**config.mk**
```make
export PLATFORM = sky130hd
export DESIGN_NAME = hawin_ram
export DESIGN_NICKNAME = d
export VERILOG_FILES = /design/src/rtl/core/hawin_ram.sv
export SDC_FILE = /design/constraint.sdc
export NUM_CORES = 2
export LEC_CHECK = 0
export ABC_CLOCK_PERIOD_IN_PS = 2500
export BUFFER_PORTS_ARGS = -buffer_cell sky130_fd_sc_hd__buf_4
export CORE_MARGIN = 5
export CORE_UTILIZATION = 29
export DETAILED_ROUTE_END_ITERATION = 8
export PLACE_DENSITY = 0.43
export SYNTH_ARGS = -nofsm -noshare
export SYNTH_HDL_FRONTEND = slang
export SYNTH_SLANG_ARGS = --single-unit
```
**constraint.sdc**
```tcl
create_clock -name clock -period 2.5 [get_ports clock]
set_clock_uncertainty 0.2 [all_clocks]
set_input_delay 0.5 -clock clock [delete_from_list [all_inputs] [get_ports clock]]
set_output_delay 0.5 -clock clock [all_outputs]
set_load 0.02 [all_outputs]
```
**src/rtl/core/hawin_ram.sv**
```systemverilog
`timescale 1ns / 1ps

module hawin_ram #(
   parameter int WIDTH = 8,
   parameter int DEPTH = 256
) (
   input  logic                     clock,
   input  logic                     wr_en,
   input  logic [$clog2(DEPTH)-1:0] wr_addr,
   input  logic [WIDTH-1:0]         wr_data,
   input  logic [$clog2(DEPTH)-1:0] rd_addr,
   output logic [WIDTH-1:0]         rd_data
);

   logic [WIDTH-1:0] mem_ff [DEPTH];
   logic [WIDTH-1:0] rd_data_ff;

   always_ff @(posedge clock) begin
      if (wr_en) begin
         mem_ff[wr_addr] <= wr_data;
      end
      rd_data_ff <= mem_ff[rd_addr];
   end

   assign rd_data = rd_data_ff;

endmodule

```
After elaboration in Yosys (flattened, before gate mapping) --
Memory sizes are Yosys's and may differ from the RTL's. A register that Yosys moved wholly into a read port is not among the register bits. Cells that the tools add are included. Widths: inputs -> output; s select.
Storage, ports and cells: RAM bits 2048, bits in registers 0, memories 1, output and inout bits 8, word-level logic and storage cells 3, bits of input ports 26
Memories:
- mem_ff | depth 256, width 8, rd ports 1, clocked after Yosys merged registers in 1, wr ports 1, line 15 | logic [WIDTH-1:0] mem_ff [DEPTH];
Operators by class: mux-type cells 2
Operators by type and width (number):
- $mux 1 | 2

Longest topological paths before layout --
depth in word-level cells 2, mapped depth 11, depth with buffers taken out 6

Worst setup path before layout --
Ideal clock, no wire load.
path type in2reg, start input port rd_addr[0], end register rd_data_ff[2], in the netlist rd_data[2] (read register of mem_ff), required time 2169 ps, buffers on the path 4, setup time 131 ps, stages on the path 9, arrival 2307 ps, path slack -138 ps, cell sequence buf_6 -> buf_12 -> buf_8 -> buf_2 -> mux4_2 -> a22oi_1 -> a21oi_1 -> nor4_1 -> nor4_2
RTL lines:
- from (decl) | line 11 | input logic [$clog2(DEPTH)-1:0] rd_addr,
- to (decl) | line 16 | logic [WIDTH-1:0] rd_data_ff;

==> tab_implementation.tex <==
\begin{tabular}{lr}
\hline
Metric & Value \\
\hline
\multicolumn{2}{l}{\textbf{Synth}} \\
Dominant combinational cell family by area after synthesis & multiplexers \\
Area leader, netlist & sky130\_fd\_sc\_hd\_\_edfxtp\_1 \\
Share of the synthesized area in the top cell type & 77.3\% \\
Adder-cell share of the synthesized area & 0\% \\
Total standard cell area after synthesis & 79,600 µm² \\
Share of synthesized cell area in and, or, nand and nor gates & 2.63\% \\
Top area cells in the synthesized netlist & sky130\_fd\_sc\_hd\_\_edfxtp\_1, sky130\_fd\_sc\_hd\_\_mux4\_2, sky130\_fd\_sc\_hd\_\_mux2i\_1 \\
Fraction of synthesis flops using an asynchronous set or reset pin & 0\% \\
Post-synthesis share of cell area spent on xor and xnor gates & 0\% \\
Flops \& latches, synth & 2,056 \\
Ys flop type & sky130\_fd\_sc\_hd\_\_edfxtp\_1 \\
Mean post-synth cell area & 21.3 µm² \\
Fraction of the mapped netlist area in compound gates & 3.42\% \\
Post-synthesis cell type count & 55 \\
Count of flip-flops with a built-in enable after synthesis & 2,048 \\
Synth warn & 0 \\
Multiplexer share of the synthesized area & 14.6\% \\
Synthesized netlist cell count & 3,733 \\
Net count after synthesis & 3,759 \\
Seq/Total Area, Yosys & 77.5\% \\
\multicolumn{2}{l}{\textbf{Pwr}} \\
Clock group share of total power & 43.0\% \\
Switching power of the nets & 0.0162 W \\
Net Sw Frac & 21.8\% \\
Combinational group share of total power & 5.9\% \\
Internal cell power & 0.0582 W \\
Largest voltage drop on the vdd net & 0.563 mV \\
Power share of the sequential group & 51.2\% \\
Pwr dens & 760 nW/µm² \\
Leakage power of the design & 31.5 nW \\
\multicolumn{2}{l}{\textbf{CTS}} \\
Total number of H-tree levels & 4 \\
Number of CTS-inserted buffers & 218 \\
Skew-Pair Late Insertion Delay & 0.87 ns \\
Largest buffer count on any clock path & 3 \\
Number of setup buffers added after CTS & 0 \\
Clock Tree Root & sky130\_fd\_sc\_hd\_\_clkbuf\_16 \\
Clock tree from TritonCTS & yes \\
Post-CTS clock slew at the launch and capture registers of the worst setup and hold paths & 0.06 ns \\
\# clock sinks & 2,056 \\
\multicolumn{2}{l}{\textbf{STA}} \\
Worst rel slew slack & 48.5\% \\
Setup TNS & -0.0690 ns \\
Number of endpoints with negative hold slack in the final report & 0 \\
Final-report max-slew violation count & 0 \\
Peak Freq & 0.389 GHz \\
Minimum period implied by the final worst setup slack & 2.57 ns \\
Post-route setup slack & -0.0690 ns \\
Hold\_ws & 0.135 ns \\
Crit share post-route & 103\% \\
Final setup fails & 1 \\
RSZ-0062 raised after global routing & yes \\
Transition time at the pin with the least slew margin & 0.772 ns \\
\multicolumn{2}{l}{\textbf{Floorplan}} \\
Core ar. & 273,000 µm² \\
Initial core utilization & 29.1\% \\
Top-level I/O count & 34 \\
Die outline width & 534 µm \\
Die Area & 285,000 µm² \\
Number of rows in the core area & 192 \\
Die outline height & 534 µm \\
\multicolumn{2}{l}{\textbf{Route}} \\
Post-detailed-route count of antenna-violating nets & 0 \\
Mean routed wirelength per cell & 27.3 µm \\
Drt total wl & 227,000 µm \\
Total iterations of the first detailed-routing run & 5 \\
Number of remaining DRC errors & 0 \\
Number of vias per cell after detailed routing & 4.83 \\
Number of vias after detailed routing & 40,113 \\
Iter 0 DRT Violations & 3,387 \\
\multicolumn{2}{l}{\textbf{Global route}} \\
First-pass GRT wire length & 324,000 µm \\
Number of antenna violations at the first check in global routing & 14 \\
Vias in the first global route & 41,964 \\
Met1 track demand over resource & 22.0\% \\
Layer carrying the most global-route usage & met2 \\
Total global-route track usage & 15.7\% \\
Met3 Track Usage GR & 2.39\% \\
Largest net degree at the start of global routing & 112 \\
Final global-route overflow total & 0 \\
Fraction of met2 tracks used by global routing & 26.0\% \\
\multicolumn{2}{l}{\textbf{Placement}} \\
Setup Slack @ Placement & -1.54 ns \\
Placed Cells incl. Taps & 7,899 \\
Detailed-placement wirelength estimate & 152,000 µm \\
Count of buffers from port buffering & 33 \\
Routability cong. & 0.797 \\
\multicolumn{2}{l}{\textbf{Worst setup path}} \\
Critical Path Most Common Cell & sky130\_fd\_sc\_hd\_\_buf\_4 \\
Arrival time reported for the critical path endpoint & 3.13 ns \\
Worst setup EP type & flop \\
Largest fanout on the critical path & 15 \\
Cell at the slowest stage of the critical path & sky130\_fd\_sc\_hd\_\_a21oi\_1 \\
Critical Path Source Type & input pin \\
Largest incremental delay on the critical path & 0.61 ns \\
CP Data Required Time & 3.07 ns \\
Crit-path cells & buf\_4 > clkinv\_1 > buf\_12 > nor2\_4 > buf\_4 > a22oi\_1 > a21oi\_1 > nor4\_2 > buf\_4 > nor4\_1 \\
Crit Path Category & input pin to flop \\
\multicolumn{2}{l}{\textbf{Finish}} \\
Sequential cell area in the final layout & 61,700 µm² \\
Multi-input gate area & 16,900 µm² \\
Share of post-route cells with drive strength above 1 & 34.9\% \\
Fin nets & 4,564 \\
Fill cell total of the finished layout & 25,392 \\
Non-filler instance count after layout & 8,312 \\
Layout overhead on the synthesized area & 23.0\% \\
\multicolumn{2}{l}{\textbf{Flow run}} \\
Count of max-cap constraint violations & 0 \\
\multicolumn{2}{l}{\textbf{Min path}} \\
Hold Path Class & input pin to flop \\
\multicolumn{2}{l}{\textbf{Outcome}} \\
Violations in the final reports & negative setup slack \\
Outcome & complete, but fails checks \\
\hline
\end{tabular}
registers in the layout, summed over array words and instances, names as in the netlist:
name	count
mem_ff	2048
rd_data	8
synthesized netlist by cell type (2+ instances only):
cell type and number:
sky130_fd_sc_hd__nor2_1 282, sky130_fd_sc_hd__nor3_1 22, sky130_fd_sc_hd__nand4_1 10, sky130_fd_sc_hd__nand2_1 33, sky130_fd_sc_hd__a2111oi_1 2, sky130_fd_sc_hd__o21ai_0 10, sky130_fd_sc_hd__o22a_1 5, sky130_fd_sc_hd__nand2b_1 8
sky130_fd_sc_hd__o32ai_1 4, sky130_fd_sc_hd__nor4_2 3, sky130_fd_sc_hd__a31oi_1 2, sky130_fd_sc_hd__a221oi_1 13, sky130_fd_sc_hd__mux4_2 454, sky130_fd_sc_hd__a211oi_1 16, sky130_fd_sc_hd__and3b_1 2, sky130_fd_sc_hd__nand3b_1 2
sky130_fd_sc_hd__clkbuf_1 111, sky130_fd_sc_hd__edfxtp_1 2048, sky130_fd_sc_hd__or2_2 4, sky130_fd_sc_hd__o22ai_1 28, sky130_fd_sc_hd__a22oi_1 133, sky130_fd_sc_hd__mux2i_1 134, sky130_fd_sc_hd__buf_8 13, sky130_fd_sc_hd__nor4_1 24
sky130_fd_sc_hd__buf_1 22, sky130_fd_sc_hd__o211ai_1 10, sky130_fd_sc_hd__a21oi_1 96, sky130_fd_sc_hd__buf_12 8, sky130_fd_sc_hd__mux4_1 2, sky130_fd_sc_hd__nor2b_1 31, sky130_fd_sc_hd__nand3_1 34, sky130_fd_sc_hd__and2_1 6
sky130_fd_sc_hd__a22o_1 8, sky130_fd_sc_hd__o221ai_1 46, sky130_fd_sc_hd__o21ai_1 2, sky130_fd_sc_hd__buf_6 21, sky130_fd_sc_hd__buf_2 31, sky130_fd_sc_hd__a311oi_1 2, sky130_fd_sc_hd__dfxtp_1 8, sky130_fd_sc_hd__a2111oi_0 2
sky130_fd_sc_hd__buf_4 27
cell type report:
class,count,area share (%)
Clock buffer,274,5.89
Multi-Input combinational cell,1442,17.3
Tap cell,3589,4.59
Inverter,2,0.00767
Clock inverter,126,1.33
Antenna cell,5,0.0128
Sequential cell,2056,63.0
Timing Repair Buffer,818,7.82
routing by layer:
metal	vias to the layer above	share of wire [%]
met5	-	0
met3	274	4.4
met2	895	49
met1	21610	45
li1	17334	-
met4	0	1.9
power groups by stage:
stage / Sequential (W) / Clock (W) / Combinational [W]
after floorplan: 0.0388 / 0 / 0.00190
after global placement: 0.0388 / 0 / 0.00432
after detailed placement: 0.0388 / 0 / 0.00434
after CTS: 0.0381 / 0.0328 / 0.00443
after global routing: 0.0381 / 0.0343 / 0.00463
final: 0.0381 / 0.0320 / 0.00435
worst paths after layout:
kind	start	endpoint	slack (ns)	cells after the start
setup / recovery	rd_addr[2]	rd_data[4]	-0.07	10
hold / removal	wr_addr[1]	mem_ff[167][5]	0.14	4
setup reg to reg	mem_ff[82][4]	rd_data[4]	0.01	6
hold reg to reg	mem_ff[41][3]	rd_data[3]	0.87	7
worst max-delay path, delay by kind of cell:
family          cells  cell delay [ns]
compound gates      2             0.77
buf+inv             5             1.26
simple gates        3             0.51
cell usage in the layout, fill, tap and decap left out, types with 10 or more instances in the layout:
cell type and n:
sky130_fd_sc_hd__o22ai_1 28, sky130_fd_sc_hd__nand3_1 27, sky130_fd_sc_hd__clkbuf_1 49, sky130_fd_sc_hd__nor2b_1 25
sky130_fd_sc_hd__nor4_2 14, sky130_fd_sc_hd__clkinv_2 37, sky130_fd_sc_hd__o221ai_1 44, sky130_fd_sc_hd__mux4_2 455
sky130_fd_sc_hd__buf_6 10, sky130_fd_sc_hd__nor3_1 15, sky130_fd_sc_hd__clkinv_1 51, sky130_fd_sc_hd__a21oi_1 92
sky130_fd_sc_hd__nand4_1 10, sky130_fd_sc_hd__bufinv_16 20, sky130_fd_sc_hd__edfxtp_1 2048, sky130_fd_sc_hd__mux2i_1 133
sky130_fd_sc_hd__o211ai_1 10, sky130_fd_sc_hd__a22oi_1 132, sky130_fd_sc_hd__buf_4 682, sky130_fd_sc_hd__clkbuf_16 220
sky130_fd_sc_hd__nand2_1 33, sky130_fd_sc_hd__buf_12 106, sky130_fd_sc_hd__nor2_1 279
stage by stage:
stage | power (W) | util [%] | area (µm²)
4_1_cts | 0.0754 | 35.7 | 97600
3_3_place_gp | 0.0431 | 33.0 | 90200
3_5_place_dp | 0.0432 | 33.0 | 90200
5_1_grt | 0.0770 | 35.8 | 97800
6_report | 0.0744 | 35.8 | 97800
2_1_floorplan | 0.0407 | - | 79800
cells by family (layout without fill, tap and decap cells):
group / Yosys count / in the layout
and+or+nand+nor: 466 / 466
other: 0 / 5
buffers and inverters: 235 / 1220
muxes: 591 / 591
AOI/OAI and AO/OA: 385 / 385
DFF: 2056 / 2056
timing repair:
item	4_1_cts	5_1_grt
hold endpoints to repair	551	0
hold buffers	8	0
pin swaps	12	7
gates resized for setup	46	32
setup endpoints to repair	8	8
(Power assumes the default switching activity.)
