[src/rtl/core/hawin_pkg.sv]
`timescale 1ns / 1ps

package hawin_pkg;

   localparam int MAX_ELEMENTS = 4096;
   localparam int IDX_W        = $clog2(MAX_ELEMENTS);
   localparam int NU_W         = IDX_W + 1;
   localparam int BLK_W        = 12;
   localparam int E_W          = 13;
   localparam int TAG_W        = 8;
   localparam int HIDX_W       = 24;
   localparam int HANDLE_W     = TAG_W + HIDX_W;
   localparam int FIRST_W      = BLK_W + E_W;
   localparam int DIV_CNT_W    = $clog2(IDX_W);

   localparam logic [E_W-1:0]  ELEMS_MAX   = E_W'(MAX_ELEMENTS);
   localparam logic [NU_W-1:0] NU_LIMIT    = NU_W'(MAX_ELEMENTS);

   localparam logic [1:0] REQ_ALLOC  = 2'd0;
   localparam logic [1:0] REQ_FREE   = 2'd1;
   localparam logic [1:0] REQ_ACCESS = 2'd2;
   localparam logic [1:0] REQ_UNUSED = 2'd3;

   localparam logic [2:0] ST_OK         = 3'd0;
   localparam logic [2:0] ST_BAD_INDEX  = 3'd1;
   localparam logic [2:0] ST_WRONG_TAG  = 3'd2;
   localparam logic [2:0] ST_NOT_IN_USE = 3'd3;
   localparam logic [2:0] ST_FULL       = 3'd4;

   localparam logic CSR_OWNER_TAG = 1'b0;
   localparam logic CSR_ELEMS     = 1'b1;

   typedef struct packed {
      logic [1:0]          req_type;
      logic [HANDLE_W-1:0] handle;
      logic                mark_dirty;
   } req_item_type;

   typedef struct packed {
      logic [2:0]          status;
      logic [HANDLE_W-1:0] handle_out;
      logic                reused;
      logic                window_hit;
      logic                writeback_valid;
      logic [BLK_W-1:0]    writeback_block;
      logic                load_valid;
      logic [BLK_W-1:0]    load_block;
      logic [BLK_W-1:0]    slot_offset;
   } rsp_item_type;

   typedef struct packed {
      logic busy;
      logic done;
   } div_stat_type;

endpackage

[src/rtl/core/hawin_div.sv]
`timescale 1ns / 1ps

module hawin_div (
   input  logic                      clock,
   input  logic                      reset,
   input  logic                      start,
   input  logic [hawin_pkg::IDX_W-1:0] dividend,
   input  logic [hawin_pkg::E_W-1:0]   divisor,
   output logic [hawin_pkg::IDX_W-1:0] quotient,
   output logic [hawin_pkg::IDX_W-1:0] remainder,
   output hawin_pkg::div_stat_type    stat
);

   import hawin_pkg::*;

   logic [IDX_W-1:0]     quo_ff, quo_in;
   logic [IDX_W-1:0]     rem_ff, rem_in;
   logic [DIV_CNT_W-1:0] cnt_ff, cnt_in;
   logic                 busy_ff, busy_in;
   logic                 done_ff, done_in;
   logic [IDX_W:0]       shifted;
   logic                 fits;

   // one quotient bit per cycle, restoring
   assign shifted = {rem_ff, quo_ff[IDX_W-1]};
   assign fits    = shifted >= divisor;

   always_comb begin
      quo_in  = quo_ff;
      rem_in  = rem_ff;
      cnt_in  = cnt_ff;
      busy_in = busy_ff;
      done_in = 1'b0;
      if (start) begin
         quo_in  = dividend;
         rem_in  = '0;
         cnt_in  = '0;
         busy_in = 1'b1;
      end else if (busy_ff) begin
         rem_in = fits ? IDX_W'(shifted - divisor) : shifted[IDX_W-1:0];
         quo_in = {quo_ff[IDX_W-2:0], fits};
         cnt_in = cnt_ff + 1'b1;
         if (cnt_ff == DIV_CNT_W'(IDX_W - 1)) begin
            busy_in = 1'b0;
            done_in = 1'b1;
         end
      end
   end

   always_ff @(posedge clock) begin
      if (reset) begin
         busy_ff <= 1'b0;
         done_ff <= 1'b0;
         cnt_ff  <= '0;
      end else begin
         busy_ff <= busy_in;
         done_ff <= done_in;
         cnt_ff  <= cnt_in;
      end
      quo_ff <= quo_in;
      rem_ff <= rem_in;
   end

   assign quotient  = quo_ff;
   assign remainder = rem_ff;
   assign stat.busy = busy_ff;
   assign stat.done = done_ff;

endmodule

[config.mk]
export PLATFORM = sky130hd
export DESIGN_NAME = hawin_div
export DESIGN_NICKNAME = d
export VERILOG_FILES = /design/src/rtl/core/hawin_pkg.sv /design/src/rtl/core/hawin_div.sv
export SDC_FILE = /design/constraint.sdc
export NUM_CORES = 1
export LEC_CHECK = 0
export BUFFER_PORTS_ARGS = -buffer_cell sky130_fd_sc_hd__buf_2
export CORE_ASPECT_RATIO = 0.75
export CORE_UTILIZATION = 55
export CTS_CLUSTER_DIAMETER = 80
export CTS_CLUSTER_SIZE = 16
export DETAILED_ROUTE_END_ITERATION = 7
export PLACE_DENSITY = 0.84
export SLEW_MARGIN = 20
export SYNTH_ARGS = -nofsm -noshare
export SYNTH_HDL_FRONTEND = slang
export SYNTH_SLANG_ARGS = --single-unit
[constraint.sdc]
create_clock -name clock -period 5 [get_ports clock]
set_input_delay 1.25 -clock clock [delete_from_list [all_inputs] [get_ports clock]]
set_output_delay 1.25 -clock clock [all_outputs]
set_load 0.01 [all_outputs]
-- Word-level counts from Yosys, hierarchy flattened
Cells that the tools add are included.
- word-level logic and storage cells: 20
- register bits after elaboration: 30
- output and inout bits: 26
- input port bits: 28
- bitwise logic cells: 1
- muxes and demuxes: 7
- magnitude comparators: 1
- reductions and logical operators: 3
- equality and inequality tests: 1
- add/subtract/negate cells: 2
- operators with widths (cell ; count):
    12-bit 2-to-1 mux ; 3
    13-bit >= comparator ; 1
    12-bit subtractor ; 1
    4-bit by 1-bit adder with 4-bit output (second input constant) ; 1
    4-bit equality test (second input constant) ; 1
    1-bit 2-to-1 mux ; 4
    3-bit OR reduction ; 1
    2-bit nonzero test ; 1
    2-bit OR reduction ; 1
    1-bit NOT ; 1

-- Depth between registers and ports, before layout
Gate-level depths: netlist of run 1.
- depth in word-level cells: 4
- depth in mapped cells: 10

-- Worst setup path before layout of run 1
Ideal clock, no wire load.
- kind: input to register
- from: input divisor[5] in the netlist's numbering
- to: register rem_ff[11], in the netlist remainder[11]
- arrival time: 2.934 ns
- stages: 9
- path slack: 1.980 ns
- library setup time: 0.086 ns
- path through: inv_1 -> ha_1 -> o21a_1 -> o211ai_1 -> a211oi_1 -> a2111oi_0 -> xnor2_1 -> mux2i_1 -> a211oi_1
- longest elaborated chain between the ends: 2
- elaborated cells between the ends (all ways): 3
- ends and longest elaborated chain (what ; line ; text):
    from (decl) ; hawin_div.sv:8 ; input logic [hawin_pkg::E_W-1:0] divisor,
    12-bit subtractor / 13-bit >= comparator (equally long branches) ; hawin_div.sv:40, hawin_div.sv:26 ;
    12-bit 2-to-1 mux * ; hawin_div.sv:40 ; rem_in = fits ? IDX_W'(shifted - divisor) : shifted[IDX_W-1:0];
    to (signal assigned) ; hawin_div.sv:61 ; rem_ff <= rem_in;
    to (decl) ; hawin_div.sv:17 ; logic [IDX_W-1:0] rem_ff, rem_in;
Mark *: on every way between the ends. The rest lies on a longest branch, timed or not.
A chain may end at the register's enable or synchronous reset.

-- Final worst setup path of run 1
- from: input divisor[3] in the netlist's numbering
- to: register rem_ff[1], in the netlist remainder[1]
- longest elaborated chain between the ends: 2
- ends and longest elaborated chain (what ; line ; text):
    13-bit >= comparator ; hawin_div.sv:26 ; assign fits = shifted >= divisor;
    12-bit 2-to-1 mux ; hawin_div.sv:40 ;
No other way between the ends.

==> results.yml, run 1 <==
flow_run:
  drv_cap: 0
die:
  dieArea_sq_mm: 0.00374
  boundaryPins: 54
  initial_core_util: 0.581
  core.rowCount: 18
  die_x_um: 70.3
  die_h_um: 53.2
  core_sq_mm: 0.00331
global_route:
  track_usage: 0.219
  grt_max_degree: 23
  grt_overflow: 0
  grt_first_pass_wirelength_mm: 6.20
  grt_pass1_vias: 1345
  antenna_found_initial: 0
synthesis:
  syn_inst: 191
  ys_seq_area_frac: 0.375
  syn_nets: 234
  synth_edf_count: 12
  avgSynthCellArea_sq_um: 10.1
  syn_area_sq_mm: 0.00192
  asyncSetResetFlopFracSynth: 0
  synth_seq_cells: 30
  ys_types: 45
  yosysWarnings: 0
  synth_flop_cell: "dfxtp_1"
drt:
  drc: 0
  wl_per_cell_um: 13.1
  top_layer: "met4"
  drt_iter0_drc: 62
  vias: 1499
  met2_length_mm: 1.57
  postRouteAntennaNets: 0
  dr.pass1.iters: 4
  routed-wl-met3_um: 219
  routed_wirelength_mm: 3.73
  vias_per_cell: 5.26
  wl_met1_mm: 1.91
sta:
  min_period_ps: 3190
  rsz0062_at_grt: "false"
  fin_hold_ws_ps: 512
  setup_viol: 0
  finalCritPeriodShare: 0.637
  setup_tns_ps: 0
  fmax_ghz: 0.314
  report.final.slew_viol_count: 0
  skew_ps: 7.45
  relSlewSlack: 0.515
  tightest_slew_ps: 726
  hold_viol: 0
worst_hold_path:
  holdCritStartpoint: "remainder[6]$_SDFFE_PP0P_"
  whs_endpoint: "remainder[6]$_SDFFE_PP0P_"
  holdPathStages: 2
  min_path_type: "register to register"
finish:
  diodes: 0
  fin_nets: 287
  drive_above_1_share: 0.327
  syn2layout_area_growth_pct: 17.3
  nFillCells: 277
cts:
  cts.clk_slew.worst_paths_ps: 70
  cts_tree: "done"
  htreeDepth: 2
  clk_latency_ps: 280
  clockBufferDepth: 2
  cts_root_buffer: "clkbuf_8"
  cts_resized: 0
  cts_buffers: 5
  postCtsHoldBufs: 0
  cts.sinks: 30
  postCtsSetupRepairBufs: 0
pwr:
  p_total_mw: 0.652
  vdd_ir_drop_max_uv: 222
  leakage_nw: 1.05
  p_per_area_mw_per_mm2: 289
setup_path:
  cp.required_ps: 5210
  critPathKind: "primary input to register"
  crit_slowest_cell: "o21ai_4"
  crit-reg2reg-launch: "remainder[2]$_SDFFE_PP0P_"
  r2r-end: "remainder[1]$_SDFFE_PP0P_"
  worst-path-max-fanout: 15
  worst_setup_path_start_kind: "primary input"
  critical_path_arrival_ps: 3400
  critPathMaxStageDelay_ps: 440
  r2r_cells: 8
  crit_path_end_kind: "register"
  rrSetupSlack_ps: 2520
  worstPathCellList: "buf_2, inv_1, ha_1, nand2_1, a211o_1, a21oi_2, o21ai_2, o21ai_4, mux2_2, o21ai_0"
placed_design:
  numPortBuffers: 53
  place_hpwl_mm: 2.73
  place_congestion: 0.812
outcome:
  status: "finished clean"
synth_stat cells (2+ instances only):
| master | instances | area, sq um |
|---|---|---|
| o21a_1 | 3 | 22.5 |
| a21o_1 | 3 | 22.5 |
| edfxtp_1 | 12 | 360 |
| nor3_1 | 2 | 10.0 |
| o21ai_0 | 5 | 25.0 |
| nand3_1 | 2 | 10.0 |
| dfxtp_1 | 18 | 360 |
| clkbuf_8 | 2 | 27.5 |
| nand4_1 | 3 | 18.8 |
| nor2_1 | 20 | 75.1 |
| xnor2_1 | 9 | 78.8 |
| a21oi_1 | 5 | 25.0 |
| mux2i_1 | 10 | 100 |
| nand2b_1 | 4 | 25.0 |
| nor2b_1 | 2 | 12.5 |
| inv_1 | 16 | 60.1 |
| a211oi_1 | 7 | 52.6 |
| buf_4 | 2 | 15.0 |
| ha_1 | 14 | 175 |
| a21boi_0 | 2 | 15.0 |
| xor2_1 | 3 | 26.3 |
| nand2_1 | 11 | 41.3 |
| o21bai_1 | 2 | 15.0 |
| mux2_2 | 13 | 146 |
logic make-up after synthesis:
group,count (synthesis),synth area share
mux,23,0.128
buf+inv,23,0.0716
simple gates,50,0.126
flops,30,0.375
compound gates,38,0.144
fa+ha+maj,15,0.101
xor+xnor,12,0.0547
state kept, by name (all words and copies together) (netlist names):
name       count
quotient      12
cnt_ff         4
done_ff        1
remainder     12
busy_ff        1
critical path: cells and delay by family:
kind            cells  cell delay [ps]
compound gates      5             1200
mux                 1              390
fa+ha+maj           1              310
simple gates        1              120
buf+inv             2              110
placed cells by master (no fill, tap or decap), types with 2 or more instances in the layout:
cell type	count
buf_2	53
nor2_1	20
dfxtp_1	18
inv_1	16
ha_1	14
mux2_2	13
edfxtp_1	12
nand2_1	11
mux2i_1	10
xnor2_1	9
a211oi_1	7
clkbuf_8	6
a21oi_1	5
o21ai_0	5
nand2b_1	4
a21o_1	3
o21a_1	3
nand4_1	3
xor2_1	3
nand3_1	2
nor2b_1	2
o21bai_1	2
a21boi_0	2
nor3_1	2
power by group:
group	switching [mW]	internal, mW
Sequential	0.0162	0.276
Combinational	0.0807	0.0758
Clock	0.0934	0.110
Total	0.190	0.462
cell type report:
| class | instances | area, sq um | share of cell area |
|---|---|---|---|
| Timing Repair Buffer | 53 | 265 | 0.118 |
| Sequential cell | 30 | 721 | 0.319 |
| Tap cell | 40 | 50.0 | 0.0222 |
| Clock inverter | 2 | 12.5 | 0.00555 |
| Multi-Input combinational cell | 138 | 1060 | 0.472 |
| Inverter | 16 | 60.1 | 0.0266 |
| Clock buffer | 6 | 82.6 | 0.0366 |
metrics by stage:
stage | util | cell area [sq um] | instances | worst slack [ps]
finish | 0.681 | 2260 | 285 | 1810
global route | 0.681 | 2260 | 285 | 1680
CTS | 0.681 | 2260 | 285 | 1830
detailed placement | 0.653 | 2160 | 277 | 1550
global placement | 0.653 | 2160 | 277 | 1590
floorplan | - | 1920 | 191 | 1980
metal layers:
| metal | track usage | vias up |
|---|---|---|
| met5 | 0 | - |
| met4 | 0.0667 | 0 |
| met1 | 0.308 | 665 |
| met3 | 0.0590 | 4 |
| li1 | - | 783 |
| met2 | 0.325 | 47 |
how the worst max path moves through the flow:
stage	from	to	slack [ps]	cells past startpoint
2_1_floorplan	divisor[5]	remainder[11]$_SDFFE_PP0P_	1980	9
5_1_grt	divisor[4]	remainder[1]$_SDFFE_PP0P_	1680	10
3_3_place_gp	divisor[3]	remainder[1]$_SDFFE_PP0P_	1590	10
6_report	divisor[3]	remainder[1]$_SDFFE_PP0P_	1810	10
4_1_cts	divisor[3]	remainder[1]$_SDFFE_PP0P_	1830	10
3_5_place_dp	divisor[3]	remainder[1]$_SDFFE_PP0P_	1550	10
No activity file was read; power rests on OpenSTA's default activity.
==> run 2, diff against run 1 <==
CORE_UTILIZATION = 47   (was 55)
PLACE_DENSITY = 0.76   (was 0.84)
clock period = 2.9 ns   (was 5 ns; I/O delays follow)
==> results.yml, run 2 (synthesis gave the netlist of run 1 again) <==
sta:
  min_period_ps: 2610
  hold_viol: 0
  skew_ps: 6.50
  fin_hold_ws_ps: 514
  fmax_ghz: 0.383
  setup_viol: 0
  rsz0062_at_grt: "false"
  tightest_slew_ps: 487
  setup_tns_ps: 0
  setup_ws_ps: 289
  finalCritPeriodShare: 0.900
  report.final.slew_viol_count: 0
  relSlewSlack: 0.667
pwr:
  internal_power_mw: 0.778
  clkPwrFrac: 0.293
  p_per_area_mw_per_mm2: 481
  swShare: 0.299
  leakage_nw: 1.07
  p_seq_frac: 0.450
  combPwrFrac: 0.256
  vdd_ir_drop_max_uv: 308
  switchingPower_mw: 0.332
finish:
  mostFrequentLayoutCells: "buf_2, nor2_1, dfxtp_1"
  final_common_cell: "buf_2"
  design_area_sq_mm: 0.00231
  syn2layout_area_growth_pct: 19.9
  fin_nets: 293
  seq_area_sq_um: 721
  multi_input_area_sq_mm: 0.00106
  drive_above_1_share: 0.339
  diodes: 0
  nFillCells: 341
global_route:
  antenna_found_initial: 0
  grt_overflow: 0
  grt_max_degree: 22
  grt_pass1_vias: 1408
  grt_first_pass_wirelength_mm: 6.49
  track_usage: 0.203
setup_path:
  worstPathCellList: "buf_2, ha_1, fa_1, nor2b_1, o21bai_1, a21boi_0, o21bai_1, and3b_1, o21a_1, o31ai_1"
  cp_top_family: "compound AO/OA/AOI/OAI gates"
  critPathMaxStageDelay_ps: 420
  worst-path-max-fanout: 3
  worst_setup_path_start_kind: "primary input"
  path_buf_inv: 1
  cp_common_cell: "o21bai_1"
  cp.required_ps: 3090
  critical_path_arrival_ps: 2810
  critPathKind: "primary input to register"
  crit_path_end_kind: "register"
  crit_slowest_cell: "fa_1"
die:
  dieArea_sq_mm: 0.00435
  initial_core_util: 0.509
  die_h_um: 57.4
  core_sq_mm: 0.00378
  die_x_um: 75.9
  boundaryPins: 54
  core.rowCount: 19
drt:
  wl_met1_mm: 2.15
  drc: 0
  routed_wirelength_mm: 4.00
  vias_per_cell: 5.12
  wl_per_cell_um: 13.2
  top_layer: "met4"
  postRouteAntennaNets: 0
  drt_iter0_drc: 53
  dr.pass1.iters: 4
  vias: 1552
  routed-wl-met3_um: 164
  met2_length_mm: 1.67
placed_design:
  place_congestion: 0.835
  place_hpwl_mm: 3.07
  place_area_sq_mm: 0.00222
  place_ws_ps: 23.1
  numPortBuffers: 53
cts:
  clockBufferDepth: 2
  postCtsHoldBufs: 0
  cts_resized: 0
  cts_buffers: 5
  cts_tree: "done"
  htreeDepth: 2
  clk_latency_ps: 280
  cts.sinks: 30
  cts.clk_slew.worst_paths_ps: 70
  cts_root_buffer: "clkbuf_8"
  postCtsSetupRepairBufs: 0
worst_hold_path:
  min_path_type: "register to register"
outcome:
  status: "finished clean"
flow_run:
  drv_cap: 0
[run 2: cell types whose count changed in the layout (fill, tap and decap cells not counted)]
| cell | previous run | this run |
|---|---|---|
| buf_4 | 0 | 6 |
| clkinv_1 | 0 | 1 |
| clkbuf_8 | 6 | 5 |
[run 2: power groups by stage]
stage               logic, mW  registers (mW)  clock network, mW
floorplan               0.192           0.518                  0
global placement        0.281           0.508                  0
detailed placement      0.282           0.510                  0
CTS                     0.284           0.501              0.335
global route            0.316           0.505              0.351
finish                  0.284           0.500              0.326
[run 2: layout make-up]
class / count / share of cell area
Clock inverter: 3 / 0.00705
Clock buffer: 5 / 0.0298
Tap cell: 52 / 0.0282
Sequential cell: 30 / 0.313
Multi-Input combinational cell: 138 / 0.462
Timing Repair Buffer: 59 / 0.135
Inverter: 16 / 0.0260
[run 2: tightest hold or removal path, delay by kind of cell (launching register included)]
kind	cells	cell delay, ps
flops	1	340
compound gates	1	70
simple gates	1	60
[run 2: path summary, 6_finish.rpt]
kind	from	end	slack, ps	depth (start not counted)
hold / removal	remainder[1]$_SDFFE_PP0P_	remainder[1]$_SDFFE_PP0P_	510	2
setup / recovery	divisor[0]	remainder[10]$_SDFFE_PP0P_	290	10
hold reg to reg	remainder[1]$_SDFFE_PP0P_	remainder[1]$_SDFFE_PP0P_	510	2
setup reg to reg	quotient[11]$_DFFE_PP_	remainder[10]$_SDFFE_PP0P_	450	10
[run 2: per-stage QoR]
step	total power [mW]	cells	util
after floorplan	0.710	191	-
after global placement	0.789	295	0.588
after detailed placement	0.792	295	0.588
after CTS	1.12	303	0.610
after global routing	1.17	303	0.610
final	1.11	303	0.610
[run 2: layer usage]
metal,up-vias,GRT usage
li1,796,-
met1,720,0.303
met2,34,0.284
met3,2,0.0583
met4,0,0.0556
met5,-,0
